**config.mk**
```make
export PLATFORM = sky130hd
export DESIGN_NAME = pointer_click_drag_recognizer_core
export DESIGN_NICKNAME = d
export VERILOG_FILES = /design/src/rtl/pcdr_pkg.sv /design/src/rtl/pcdr_front.sv /design/src/rtl/pcdr_queue.sv /design/src/rtl/pcdr_back.sv /design/src/rtl/pointer_click_drag_recognizer_core.sv
export SDC_FILE = /design/constraint.sdc
export NUM_CORES = 1
export LEC_CHECK = 0
export BUFFER_PORTS_ARGS = -buffer_cell sky130_fd_sc_hd__buf_2
export CELL_PAD_IN_SITES_DETAIL_PLACEMENT = 0
export CELL_PAD_IN_SITES_GLOBAL_PLACEMENT = 1
export CORE_MARGIN = 5
export CORE_UTILIZATION = 44
export CTS_CLUSTER_SIZE = 10
export DETAILED_ROUTE_END_ITERATION = 8
export PLACE_DENSITY = 0.79
export SLEW_MARGIN = 20
export SYNTH_ARGS = -nofsm -noshare
export SYNTH_HDL_FRONTEND = slang
export SYNTH_SLANG_ARGS = --single-unit
```
**constraint.sdc**
```tcl
create_clock -name clk_i -period 4.3 [get_ports clk_i]
set_input_delay 0.43 -clock clk_i [delete_from_list [all_inputs] [get_ports clk_i]]
set_output_delay 0.43 -clock clk_i [all_outputs]
set_load 0.01 [all_outputs]
```
**src/rtl/pcdr_pkg.sv**
```systemverilog
`default_nettype none

package pcdr_pkg;

  // Raw pointer event codes.
  typedef enum logic [1:0] {
    FUNC_PRESS   = 2'd0,
    FUNC_RELEASE = 2'd1,
    FUNC_MOVE    = 2'd2,
    FUNC_DOUBLE  = 2'd3
  } func_e;

  // Result kinds.
  typedef enum logic [3:0] {
    KIND_DOWN       = 4'd0,
    KIND_UP         = 4'd1,
    KIND_CLICK      = 4'd2,
    KIND_DOUBLE     = 4'd3,
    KIND_MOTION     = 4'd4,
    KIND_DRAG_START = 4'd5,
    KIND_DRAG       = 4'd6,
    KIND_DRAG_END   = 4'd7,
    KIND_CANCEL     = 4'd8
  } kind_e;

  // Configuration register indexes.
  typedef enum logic [0:0] {
    REG_DRAG_THRESHOLD = 1'b0,
    REG_MIN_DRAG_TIME  = 1'b1
  } reg_e;

  // Button codes.
  localparam logic [2:0] BTN_NONE  = 3'd0;
  localparam logic [2:0] BTN_LEFT  = 3'd1;
  localparam logic [2:0] BTN_RIGHT = 3'd3;

  localparam int unsigned POS_W  = 16;
  localparam int unsigned TIME_W = 32;
  localparam int unsigned CFG_W  = 16;

  localparam logic [CFG_W-1:0] DRAG_THRESHOLD_RESET = 16'd32;
  localparam logic [CFG_W-1:0] MIN_DRAG_TIME_RESET  = 16'd100;

  localparam int unsigned QUEUE_DEPTH_DEFAULT = 2;

  // One classified event: up to three results that share button and positions.
  typedef struct packed {
    logic [1:0]              last_idx;
    kind_e                   kind0;
    kind_e                   kind1;
    kind_e                   kind2;
    logic [2:0]              button;
    logic signed [POS_W-1:0] cur_x;
    logic signed [POS_W-1:0] cur_y;
    logic signed [POS_W-1:0] press_x;
    logic signed [POS_W-1:0] press_y;
  } entry_t;

endpackage

`default_nettype wire

```
**src/rtl/pcdr_front.sv**
```systemverilog
`default_nettype none

module pcdr_front import pcdr_pkg::*; (
  input  wire logic                    clk_i,
  input  wire logic                    rst_ni,
  input  wire logic                    cfg_we_i,
  input  wire logic                    cfg_idx_i,
  input  wire logic [CFG_W-1:0]        cfg_data_i,
  input  wire logic                    in_valid_i,
  output      logic                    in_ready_o,
  input  wire logic [1:0]              func_i,
  input  wire logic [2:0]              button_i,
  input  wire logic                    meta_held_i,
  input  wire logic signed [POS_W-1:0] pos_x_i,
  input  wire logic signed [POS_W-1:0] pos_y_i,
  input  wire logic [TIME_W-1:0]       time_ms_i,
  output      logic                    push_valid_o,
  input  wire logic                    push_ready_i,
  output      entry_t                  push_entry_o
);

  logic [CFG_W-1:0]        drag_threshold_q;
  logic [CFG_W-1:0]        min_drag_time_q;
  logic signed [POS_W-1:0] press_x_q, press_x_d;
  logic signed [POS_W-1:0] press_y_q, press_y_d;
  logic [TIME_W-1:0]       press_time_q, press_time_d;
  logic button_down_q, button_down_d;
  logic dragging_q, dragging_d;
  logic release_as_right_q, release_as_right_d;
  logic release_after_double_q, release_after_double_d;

  logic              accept;
  logic [POS_W:0]    dx, dy, ax, ay;
  logic [TIME_W-1:0] dur;
  logic              beyond;
  logic              too_short;
  entry_t            entry;

  assign in_ready_o   = push_ready_i;
  assign accept       = in_valid_i & in_ready_o;
  assign push_valid_o = in_valid_i;
  assign push_entry_o = entry;

  // Distance from the press position on each axis, and drag duration.
  assign dx = {pos_x_i[POS_W-1], pos_x_i} - {press_x_q[POS_W-1], press_x_q};
  assign dy = {pos_y_i[POS_W-1], pos_y_i} - {press_y_q[POS_W-1], press_y_q};
  assign ax = dx[POS_W] ? (~dx + 1'b1) : dx;
  assign ay = dy[POS_W] ? (~dy + 1'b1) : dy;
  assign beyond = (ax > {1'b0, drag_threshold_q}) || (ay > {1'b0, drag_threshold_q});
  assign dur = time_ms_i - press_time_q;
  assign too_short = dur < {{(TIME_W-CFG_W){1'b0}}, min_drag_time_q};

  // Classify the event into its result list and the next state.
  always_comb begin
    press_x_d              = press_x_q;
    press_y_d              = press_y_q;
    press_time_d           = press_time_q;
    button_down_d          = button_down_q;
    dragging_d             = dragging_q;
    release_as_right_d     = release_as_right_q;
    release_after_double_d = release_after_double_q;

    entry          = '0;
    entry.kind0    = KIND_DOWN;
    entry.kind1    = KIND_DOWN;
    entry.kind2    = KIND_DOWN;
    entry.button   = button_i;
    entry.cur_x    = pos_x_i;
    entry.cur_y    = pos_y_i;
    entry.press_x  = press_x_q;
    entry.press_y  = press_y_q;

    case (func_e'(func_i))
      FUNC_PRESS: begin
        if (meta_held_i) begin
          entry.button       = BTN_RIGHT;
          release_as_right_d = 1'b1;
        end
        press_x_d      = pos_x_i;
        press_y_d      = pos_y_i;
        press_time_d   = time_ms_i;
        button_down_d  = 1'b1;
        entry.kind0    = KIND_DOWN;
        entry.last_idx = 2'd0;
      end
      FUNC_RELEASE: begin
        release_as_right_d = 1'b0;
        if (release_as_right_q && button_i == BTN_LEFT) begin
          entry.button = BTN_RIGHT;
        end
        if (dragging_q) begin
          dragging_d = 1'b0;
          if (too_short) begin
            entry.kind0 = KIND_CANCEL;
            if (!beyond) begin
              entry.kind1    = KIND_CLICK;
              entry.kind2    = KIND_UP;
              entry.last_idx = 2'd2;
            end else begin
              entry.kind1    = KIND_UP;
              entry.last_idx = 2'd1;
            end
          end else begin
            entry.kind0    = KIND_DRAG_END;
            entry.kind1    = KIND_UP;
            entry.last_idx = 2'd1;
          end
        end else if (!release_after_double_q) begin
          entry.kind0    = KIND_CLICK;
          entry.kind1    = KIND_UP;
          entry.last_idx = 2'd1;
        end else begin
          entry.kind0    = KIND_UP;
          entry.last_idx = 2'd0;
        end
        button_down_d          = 1'b0;
        release_after_double_d = 1'b0;
      end
      FUNC_MOVE: begin
        if (!dragging_q && button_down_q && beyond) begin
          dragging_d     = 1'b1;
          entry.kind0    = KIND_DRAG_START;
          entry.kind1    = KIND_DRAG;
          entry.last_idx = 2'd1;
        end else begin
          entry.kind0    = dragging_q ? KIND_DRAG : KIND_MOTION;
          entry.last_idx = 2'd0;
        end
      end
      FUNC_DOUBLE: begin
        entry.kind0            = KIND_DOWN;
        entry.kind1            = KIND_DOUBLE;
        entry.last_idx         = 2'd1;
        release_after_double_d = 1'b1;
      end
      default: begin
        entry.last_idx = 2'd0;
      end
    endcase
  end

  // Configuration registers and recognizer state.
  always_ff @(posedge clk_i or negedge rst_ni) begin
    if (!rst_ni) begin
      drag_threshold_q       <= DRAG_THRESHOLD_RESET;
      min_drag_time_q        <= MIN_DRAG_TIME_RESET;
      press_x_q              <= '0;
      press_y_q              <= '0;
      press_time_q           <= '0;
      button_down_q          <= 1'b0;
      dragging_q             <= 1'b0;
      release_as_right_q     <= 1'b0;
      release_after_double_q <= 1'b0;
    end else begin
      if (cfg_we_i) begin
        case (reg_e'(cfg_idx_i))
          REG_DRAG_THRESHOLD: drag_threshold_q <= cfg_data_i;
          REG_MIN_DRAG_TIME:  min_drag_time_q  <= cfg_data_i;
          default: ;
        endcase
      end
      if (accept) begin
        press_x_q              <= press_x_d;
        press_y_q              <= press_y_d;
        press_time_q           <= press_time_d;
        button_down_q          <= button_down_d;
        dragging_q             <= dragging_d;
        release_as_right_q     <= release_as_right_d;
        release_after_double_q <= release_after_double_d;
      end
    end
  end

  // A drag can only be in progress while a button is held.
  a_drag_needs_button: assert property (@(posedge clk_i) disable iff (!rst_ni)
    dragging_q |-> button_down_q)
    else $error("dragging without a held button");

  // A release always ends the drag and the held button.
  a_release_clears: assert property (@(posedge clk_i) disable iff (!rst_ni)
    (accept && func_i == FUNC_RELEASE) |=> (!dragging_q && !button_down_q))
    else $error("release left drag or button state set");

  // A new drag start always comes with a drag step in the same event.
  a_start_then_drag: assert property (@(posedge clk_i) disable iff (!rst_ni)
    (push_valid_o && entry.kind0 == KIND_DRAG_START) |->
      (entry.kind1 == KIND_DRAG && entry.last_idx == 2'd1))
    else $error("drag start not followed by a drag step");

endmodule

`default_nettype wire

```
**src/rtl/pcdr_queue.sv**
```systemverilog
`default_nettype none

module pcdr_queue import pcdr_pkg::*; #(
  parameter int unsigned DEPTH = QUEUE_DEPTH_DEFAULT
) (
  input  wire logic   clk_i,
  input  wire logic   rst_ni,
  input  wire logic   push_valid_i,
  output      logic   push_ready_o,
  input  wire entry_t push_entry_i,
  output      logic   pop_valid_o,
  input  wire logic   pop_ready_i,
  output      entry_t pop_entry_o
);

  localparam int unsigned PTR_W = $clog2(DEPTH);
  localparam int unsigned CNT_W = $clog2(DEPTH + 1);
  localparam logic [PTR_W-1:0] LAST_PTR = PTR_W'(DEPTH - 1);
  localparam logic [CNT_W-1:0] FULL_CNT = CNT_W'(DEPTH);

  entry_t           mem_q [DEPTH];
  logic [PTR_W-1:0] wptr_q, rptr_q;
  logic [CNT_W-1:0] count_q;
  logic             push, pop;

  assign push_ready_o = count_q != FULL_CNT;
  assign pop_valid_o  = count_q != '0;
  assign pop_entry_o  = mem_q[rptr_q];
  assign push = push_valid_i & push_ready_o;
  assign pop  = pop_valid_o & pop_ready_i;

  // Entry storage.
  always_ff @(posedge clk_i) begin
    if (push) begin
      mem_q[wptr_q] <= push_entry_i;
    end
  end

  // Pointers and fill count.
  always_ff @(posedge clk_i or negedge rst_ni) begin
    if (!rst_ni) begin
      wptr_q  <= '0;
      rptr_q  <= '0;
      count_q <= '0;
    end else begin
      if (push) begin
        wptr_q <= (wptr_q == LAST_PTR) ? '0 : wptr_q + 1'b1;
      end
      if (pop) begin
        rptr_q <= (rptr_q == LAST_PTR) ? '0 : rptr_q + 1'b1;
      end
      if (push && !pop) begin
        count_q <= count_q + 1'b1;
      end else if (pop && !push) begin
        count_q <= count_q - 1'b1;
      end
    end
  end

  a_count_bound: assert property (@(posedge clk_i) disable iff (!rst_ni)
    count_q <= FULL_CNT)
    else $error("queue fill count above depth");

  a_count_grows: assert property (@(posedge clk_i) disable iff (!rst_ni)
    (push && !pop) |=> count_q == $past(count_q) + 1'b1)
    else $error("queue count did not grow on a lone write");

endmodule

`default_nettype wire

```
**src/rtl/pcdr_back.sv**
```systemverilog
`default_nettype none

module pcdr_back import pcdr_pkg::*; (
  input  wire logic                    clk_i,
  input  wire logic                    rst_ni,
  input  wire logic                    head_valid_i,
  input  wire entry_t                  head_i,
  output      logic                    pop_o,
  output      logic                    out_valid_o,
  input  wire logic                    out_ready_i,
  output      logic [3:0]              kind_o,
  output      logic [2:0]              out_button_o,
  output      logic signed [POS_W-1:0] out_x_o,
  output      logic signed [POS_W-1:0] out_y_o,
  output      logic                    last_o
);

  logic [1:0] idx_q;
  kind_e      kind;
  logic       out_take;

  assign out_valid_o = head_valid_i;
  assign out_take    = out_valid_o & out_ready_i;
  assign last_o      = idx_q == head_i.last_idx;
  assign pop_o       = out_take & last_o;
  assign kind_o      = kind;

  // Pick the current result of the head entry.
  always_comb begin
    case (idx_q)
      2'd0:    kind = head_i.kind0;
      2'd1:    kind = head_i.kind1;
      default: kind = head_i.kind2;
    endcase
  end

  // Button and position depend on the result kind.
  always_comb begin
    out_button_o = head_i.button;
    out_x_o      = head_i.cur_x;
    out_y_o      = head_i.cur_y;
    case (kind)
      KIND_CLICK, KIND_DRAG_START: begin
        out_x_o = head_i.press_x;
        out_y_o = head_i.press_y;
      end
      KIND_CANCEL: begin
        out_button_o = BTN_NONE;
        out_x_o      = '0;
        out_y_o      = '0;
      end
      default: ;
    endcase
  end

  // Result index within the head entry.
  always_ff @(posedge clk_i or negedge rst_ni) begin
    if (!rst_ni) begin
      idx_q <= '0;
    end else if (out_take) begin
      idx_q <= last_o ? 2'd0 : idx_q + 1'b1;
    end
  end

  a_idx_in_range: assert property (@(posedge clk_i) disable iff (!rst_ni)
    head_valid_i |-> idx_q <= head_i.last_idx)
    else $error("result index beyond the entry's result count");

  a_up_is_last: assert property (@(posedge clk_i) disable iff (!rst_ni)
    (out_valid_o && kind == KIND_UP) |-> last_o)
    else $error("up result not marked last");

endmodule

`default_nettype wire

```
**src/rtl/pointer_click_drag_recognizer_core.sv**
```systemverilog
`default_nettype none

// Pointer click and drag recognizer. Raw press, release, move and double-click
// events go in on the input channel; down, up, click, double-click, motion,
// drag start, drag, drag end and cancel results come out on the output
// channel, one result per cycle while out_ready_i is high, with last set on
// the final result of each event. A press yields one result, a move one or
// two, a double-click two and a release one to three (only the up result
// after a double-click unless a drag is in progress), so an event holds the
// output side for one transfer per result; its first result is visible once
// the event is at the head of the entry queue. The front end classifies an
// event and updates the recognizer state in the cycle it is accepted, so it
// takes a new event every cycle while the entry queue (QUEUE_DEPTH entries, at
// least two) has room; the output sequencer, at one result per cycle while
// out_ready_i is high, sets the sustained rate. Configuration writes take
// effect at once and should be made while no event is in flight.
module pointer_click_drag_recognizer_core import pcdr_pkg::*; #(
  parameter int unsigned QUEUE_DEPTH = QUEUE_DEPTH_DEFAULT
) (
  input  wire logic                    clk_i,
  input  wire logic                    rst_ni,
  input  wire logic                    cfg_we_i,
  input  wire logic                    cfg_idx_i,
  input  wire logic [CFG_W-1:0]        cfg_data_i,
  input  wire logic                    in_valid_i,
  output      logic                    in_ready_o,
  input  wire logic [1:0]              func_i,
  input  wire logic [2:0]              button_i,
  input  wire logic                    meta_held_i,
  input  wire logic signed [POS_W-1:0] pos_x_i,
  input  wire logic signed [POS_W-1:0] pos_y_i,
  input  wire logic [TIME_W-1:0]       time_ms_i,
  output      logic                    out_valid_o,
  input  wire logic                    out_ready_i,
  output      logic [3:0]              kind_o,
  output      logic [2:0]              out_button_o,
  output      logic signed [POS_W-1:0] out_x_o,
  output      logic signed [POS_W-1:0] out_y_o,
  output      logic                    last_o
);

  logic   push_valid, push_ready;
  entry_t push_entry;
  logic   head_valid, pop;
  entry_t head_entry;

  pcdr_front u_front (
    .clk_i,
    .rst_ni,
    .cfg_we_i,
    .cfg_idx_i,
    .cfg_data_i,
    .in_valid_i,
    .in_ready_o,
    .func_i,
    .button_i,
    .meta_held_i,
    .pos_x_i,
    .pos_y_i,
    .time_ms_i,
    .push_valid_o (push_valid),
    .push_ready_i (push_ready),
    .push_entry_o (push_entry)
  );

  pcdr_queue #(
    .DEPTH (QUEUE_DEPTH)
  ) u_queue (
    .clk_i,
    .rst_ni,
    .push_valid_i (push_valid),
    .push_ready_o (push_ready),
    .push_entry_i (push_entry),
    .pop_valid_o  (head_valid),
    .pop_ready_i  (pop),
    .pop_entry_o  (head_entry)
  );

  pcdr_back u_back (
    .clk_i,
    .rst_ni,
    .head_valid_i (head_valid),
    .head_i       (head_entry),
    .pop_o        (pop),
    .out_valid_o,
    .out_ready_i,
    .kind_o,
    .out_button_o,
    .out_x_o,
    .out_y_o,
    .last_o
  );

endmodule

`default_nettype wire
```
# Word level (Yosys, flattened, before mapping)

Memories as Yosys holds them, arrays and structs flattened.
Cells that the tools add are included.
Widths: inputs -> output; s select.

Register bits after elaboration: 106
Latch bits: 0
Bits in writable memories: 156
ROM bits: 0
Bits of input ports: 92
Output and inout bits: 42
Memories: 1

Add/subtract/negate cells: 10
Multipliers: 0
Div/mod/pow operators: 0
$lt $le $gt $ge: 3
Equality and inequality tests: 12
Shift operators: 0
Multiplexer cells: 37
Bitwise operators: 7
Reductions and logical operators: 24

Memory list:

| memory        | words | width | read ports | clocked after memory_dff | write ports | RTL line         | text |
|---|---|---|---|---|---|---|---|
| u_queue.mem_q | 2     | 78    | 1          | 0                        | 1           | pcdr_queue.sv:21 | `entry_t mem_q [DEPTH];` |

Operators by type and width:

| cell                  | count |
|---|---|
| $pmux 16 s2           | 2 |
| $add 17x1->17 const B | 2 |
| $gt 17x16->1          | 2 |
| $mux 17               | 2 |
| $not 17->17           | 2 |
| $sub 16x16->17        | 2 |
| $lt 32x16->1          | 1 |
| $sub 32x32->32        | 1 |
| $pmux 6 s4            | 1 |
| $mux 10               | 2 |
| $mux 2                | 6 |
| $mux 3                | 4 |
| $pmux 4 s3            | 1 |
| $mux 1                | 11 |
| $mux 5                | 2 |
| $reduce_and 2->1      | 5 |
| $reduce_bool 2->1     | 5 |
| $pmux 1 s2            | 4 |
| $pmux 4 s2            | 1 |
| $pmux 3 s2            | 1 |
| $reduce_and 3->1      | 2 |
| $logic_and 1x1->1     | 5 |
| $add 2x1->2 const B   | 2 |
| $and 1x1->1           | 4 |
| other kinds (16)      | 23 |

# Depth between registers and ports, before layout

Depth in word-level cells: 10
Depth in mapped cells: 23
Gate-level depth less buffers: 23

# Cells and area by module

From an unflattened synthesis, not the netlist that was laid out.

Cells, all modules: 1548
Area total of the unflattened synthesis: 16595.9 µm²

Modules (own cells, without submodules):

| module     | times used | cells each | area an instance (µm²) | seq. area each (µm²) |
|---|---|---|---|---|
| pcdr_front | 1          | 1132       | 9245.1                 | 2507.4 |
| pcdr_queue | 1          | 270        | 6438.7                 | 4964.8 |
| pcdr_back  | 1          | 146        | 912.1                  | 50.0 |

# Worst setup path before layout

Ideal clock, no wire load.

Path type: input-to-reg
Start point: input port time_ms_i[0]
End point: memory u_queue.mem_q[0][68] in the netlist's numbering (data pin)
Arrival time: 4487 ps
Required time: 4042 ps
Setup slack: -445 ps
Stages on the path: 20
Buffers on the path: 0
Path through: inv_1 -> ha_1 -> inv_1 -> fa_1 -> a211oi_1 -> o21ai_0 -> a21oi_1 -> o21bai_1 -> xor2_1 -> ha_1 -> a21o_1 -> nand2_1 -> o2111ai_1 -> and4bb_1 -> o21ai_1 -> or4b_1 -> or4b_4 -> nor4_4 -> a22oi_2 -> o21a_1

RTL lines:

| item        | RTL line                                 | text |
|---|---|---|
| from (decl) | pointer_click_drag_recognizer_core.sv:32 | `input wire logic [TIME_W-1:0] time_ms_i,` |
| to (decl)   | pcdr_queue.sv:21                         |  |

==> flow_metrics.env <==
export IMPL_rsz0062_at_grt="true"
export IMPL_core_area_mm2=0.03540
export IMPL_cts_root_buffer="clkbuf_16"
export IMPL_synth_ff_type="edfxtp_1"
export IMPL_grt_max_degree=80
export IMPL_grt_first_pass_wirelength_mm=60.11
export IMPL_n_fill_cell=3099
export IMPL_p_total_w=0.01673
export IMPL_cts_path_max_buffers=3
export IMPL_sequentialPowerShare_pct=23.5
export IMPL_grt_pass1_vias=11946
export IMPL_hold_violations=0
export IMPL_yosysTopAreaCell="edfxtp_1"
export IMPL_rows=69
export IMPL_yosysTopAreaCellShare_pct=29.48
export IMPL_clkTransAtPathRegs_ns=0.06
export IMPL_cts_htree_levels=1
export IMPL_diodes=0
export IMPL_leakagePower_nw=8.554
export IMPL_die_area_mm2=0.03953
export IMPL_layout_setup_ws_ns=-0.2970
export IMPL_maxClockFrequency_ghz=0.2175
export IMPL_die_height_um=198.8
export IMPL_ant_nets=0
export IMPL_wl_met2_mm=17.73
export IMPL_skew_ns=0.009547
export IMPL_numCtsBuffers=31
export IMPL_cts_sinks=260
export IMPL_ys_top_cells_by_area="edfxtp_1 29%, dfrtp_1 16%, ha_1 9.2%, mux2_2 8.4%, o21ai_0 3.4%"
export IMPL_syn_area_mm2=0.01569
export IMPL_combPwrFrac_pct=61.3
export IMPL_synthDistinctLibCells=84
export IMPL_initial_utilization_pct=44.32
export IMPL_slew_headroom_pct=40.00
export IMPL_avgSynthCellArea_um2=10.79
export IMPL_grt_overflow=0
export IMPL_syn_inst=1454
export IMPL_seq_area_mm2=0.007286
export IMPL_vias=11842
export IMPL_end_kind="register"
export IMPL_slew_violations=0
export IMPL_fin_cells=2248
export IMPL_min_path_type="in -> reg"
export IMPL_syn_to_final_growth_pct=24.49
export IMPL_place_inst=2181
export IMPL_yosysWarnings=0
export IMPL_worstSkewPairLatency_ns=0.57
export IMPL_ys_ff_latch=260
export IMPL_maxCapViolCount=0
export IMPL_cp_start_kind="register"
export IMPL_drcViolationCount=0
export IMPL_synth_nets=1664
export IMPL_period_needed_ns=4.597
export IMPL_gp_congestion=0.9193
export IMPL_multi_input_area_mm2=0.008105
export IMPL_finalCritPeriodShare_pct=106.9
export IMPL_dp_final_hpwl_mm=27.49
export IMPL_vias_per_cell=5.268
export IMPL_synth_edf_count=154
export IMPL_outcome="complete, but fails checks"
export IMPL_switchingPower_w=0.006738
export IMPL_wl_met1_mm=17.36
export IMPL_drive_above_1_share_pct=30.83
export IMPL_setup_viol=19
export IMPL_cts_tree="done"
export IMPL_antenna_found_initial=0
export IMPL_met3WireLength_mm=1.378
export IMPL_min_path_cells=1
export IMPL_worstPathArrival_ns=4.92
export IMPL_boundaryPins=134
export IMPL_worst_setup_path_type="reg -> reg"
export IMPL_fp_dieW_um=198.8
export IMPL_intPower_w=0.009996
export IMPL_violations="negative setup slack"
export IMPL_grt_usage_pct=18.52
export IMPL_dr_first_iter_drc_count=560
export IMPL_switching_share_pct=40.26
export IMPL_tightest_slew_ns=0.8979
export IMPL_portBuffers=133
export IMPL_async_flop_share_pct=40.77
export IMPL_power_frac_clock_pct=15.2
export IMPL_p_per_area_mw_per_mm2=856.8
export IMPL_worst_path_max_fanout=5
export IMPL_r2r_cells=18
export IMPL_maxUsedRoutingLayer="met4"
export IMPL_wl_per_cell_um=16.53
export IMPL_crit_required_ns=4.62
export IMPL_drt_first_pass_iters=5
export IMPL_ir_drop_v=0.0003938
export IMPL_drt_wl_total_mm=37.15
export IMPL_finalNetCount=1972
export IMPL_seq_area_frac_synth_pct=46.42
layer usage:
metal / vias up / global-route usage [%]
met4: 0 / 3.825
li1: 5947 / -
met1: 5652 / 25.47
met3: 48 / 2.558
met5: - / 0
met2: 195 / 31.57
final timing paths:
kind | start | to | slack (ns)
hold reg to reg | u_queue.count_q[1]$_DFFE_PN0P_ | u_queue.count_q[1]$_DFFE_PN0P_ | 0.49
hold / removal | pos_x_i[0] | u_queue.mem_q[0][48]$_DFFE_PP_ | 0.07
setup / recovery | u_front.press_x_q[0]$_DFFE_PN0P_ | u_queue.mem_q[1][68]$_DFFE_PP_ | -0.30
min in group asynchronous | rst_ni | u_front.press_time_q[0]$_DFFE_PN0P_ | 0.49
max in group asynchronous | rst_ni | u_front.press_x_q[14]$_DFFE_PN0P_ | 2.89
setup reg to reg | u_front.press_x_q[0]$_DFFE_PN0P_ | u_queue.mem_q[1][68]$_DFFE_PP_ | -0.30
kinds of logic after synthesis:
group                    after synthesis  synth area share, %
AO/OA/AOI/OAI                        325                12.98
XOR/XNOR                              82                4.578
adder cells (fa/ha/maj)              118                9.554
buffers and inverters                163                3.996
flip-flops                           260                46.42
multiplexers                         160                11.14
AND/OR/NAND/NOR                      346                11.33
cells in the final DEF, fill, tap and decap left out, types with 5 or more instances in the layout:
cell type	n
nand2b_1	14
clkbuf_16	31
xnor2_1	48
ha_1	111
nand2_1	107
dfrtp_1	101
o31ai_1	5
nor2_1	49
nand3_1	51
nor2b_1	12
o21ai_0	99
xor2_1	31
mux2_2	117
or3_1	6
inv_1	117
a21o_1	29
o211ai_1	11
buf_4	181
clkbuf_1	21
mux2i_1	43
buf_2	132
or2_2	6
nor3_1	19
edfxtp_1	154
and3_1	7
a21oi_2	8
a21oi_1	75
nor3b_1	7
o21ai_1	9
o21a_1	13
a211oi_1	7
nand4_1	17
nand3b_1	5
layout make-up:
cell class | count | area share (%)
clock buffers | 53 | 4.446
inverters | 119 | 2.351
flip-flops and latches | 260 | 37.30
well taps | 461 | 2.953
clock inverters | 5 | 0.5894
repair buffers | 319 | 10.86
multi-input cells | 1031 | 41.50
cells in the mapped netlist, types with 9 or more instances:
master	n
edfxtp_1	154
inv_1	119
mux2_2	117
ha_1	115
nand2_1	109
o21ai_0	108
dfrtp_1	102
a21oi_1	80
nor2_1	53
nand3_1	52
xnor2_1	50
mux2i_1	43
xor2_1	32
clkbuf_1	31
a21o_1	29
nor3_1	20
nand4_1	17
nor2b_1	15
nand2b_1	14
o21a_1	13
o211ai_1	11
or3_1	9
worst max-delay path, stage by stage, from the launching register on:
cell     delay, ns
dfrtp_1       0.38
ha_2          0.21
fa_1          0.41
nor2b_2       0.17
o31a_1        0.20
a21oi_1       0.10
or3_4         0.43
or4_1         0.52
o21ai_0       0.20
xor2_1        0.21
ha_1          0.27
a21oi_1       0.12
o21ai_0       0.12
a21oi_1       0.19
o22ai_2       0.13
a41oi_2       0.22
o31a_1        0.21
a22oi_2       0.07
o21a_1        0.19
repair_timing:
action | 4_1_cts | 5_1_grt
buffers inserted | 9 | 2
hold buffers | 0 | 1
pin swaps | 17 | 11
endpoints found under the setup margin | 21 | 21
gates resized for setup | 24 | 28
endpoints found under the hold margin | 0 | 36
flip-flops by register name, indices dropped and copies added (netlist names):
register and flops:
u_queue.rptr_q 1, u_front.release_as_right_q 1, u_back.idx_q 2, u_front.dragging_q 1, u_queue.count_q 2, u_queue.wptr_q 1, u_front.press_y_q 16, u_front.press_x_q 16
u_queue.mem_q 154, u_front.drag_threshold_q 16, u_front.press_time_q 32, u_front.release_after_double_q 1, u_front.button_down_q 1, u_front.min_drag_time_q 16
stage by stage:
step	setup slack [ns]	utilization, %	cell area (um^2)	TNS (ns)	hold slack (ns)
detailed placement	-0.6563	51.50	18230	-10.48	0.4751
global placement	-0.5797	51.50	18230	-9.063	0.4683
global route	-0.5381	55.18	19530	-7.789	0.04867
floorplan	-0.2023	-	15760	-0.9440	0.1344
finish	-0.2970	55.18	19530	-3.154	0.06588
CTS	-0.2998	54.77	19390	-3.181	0.04122
power by group through the flow:
stage	Sequential, W	Clock, W	Combinational (W)
final	0.00393	0.00254	0.0103
after global routing	0.00402	0.00269	0.0114
after CTS	0.00394	0.00260	0.0102
after detailed placement	0.00398	0	0.00990
after global placement	0.00393	0	0.00970
after floorplan	0.00389	0	0.00643
(Power assumes the default switching activity.)
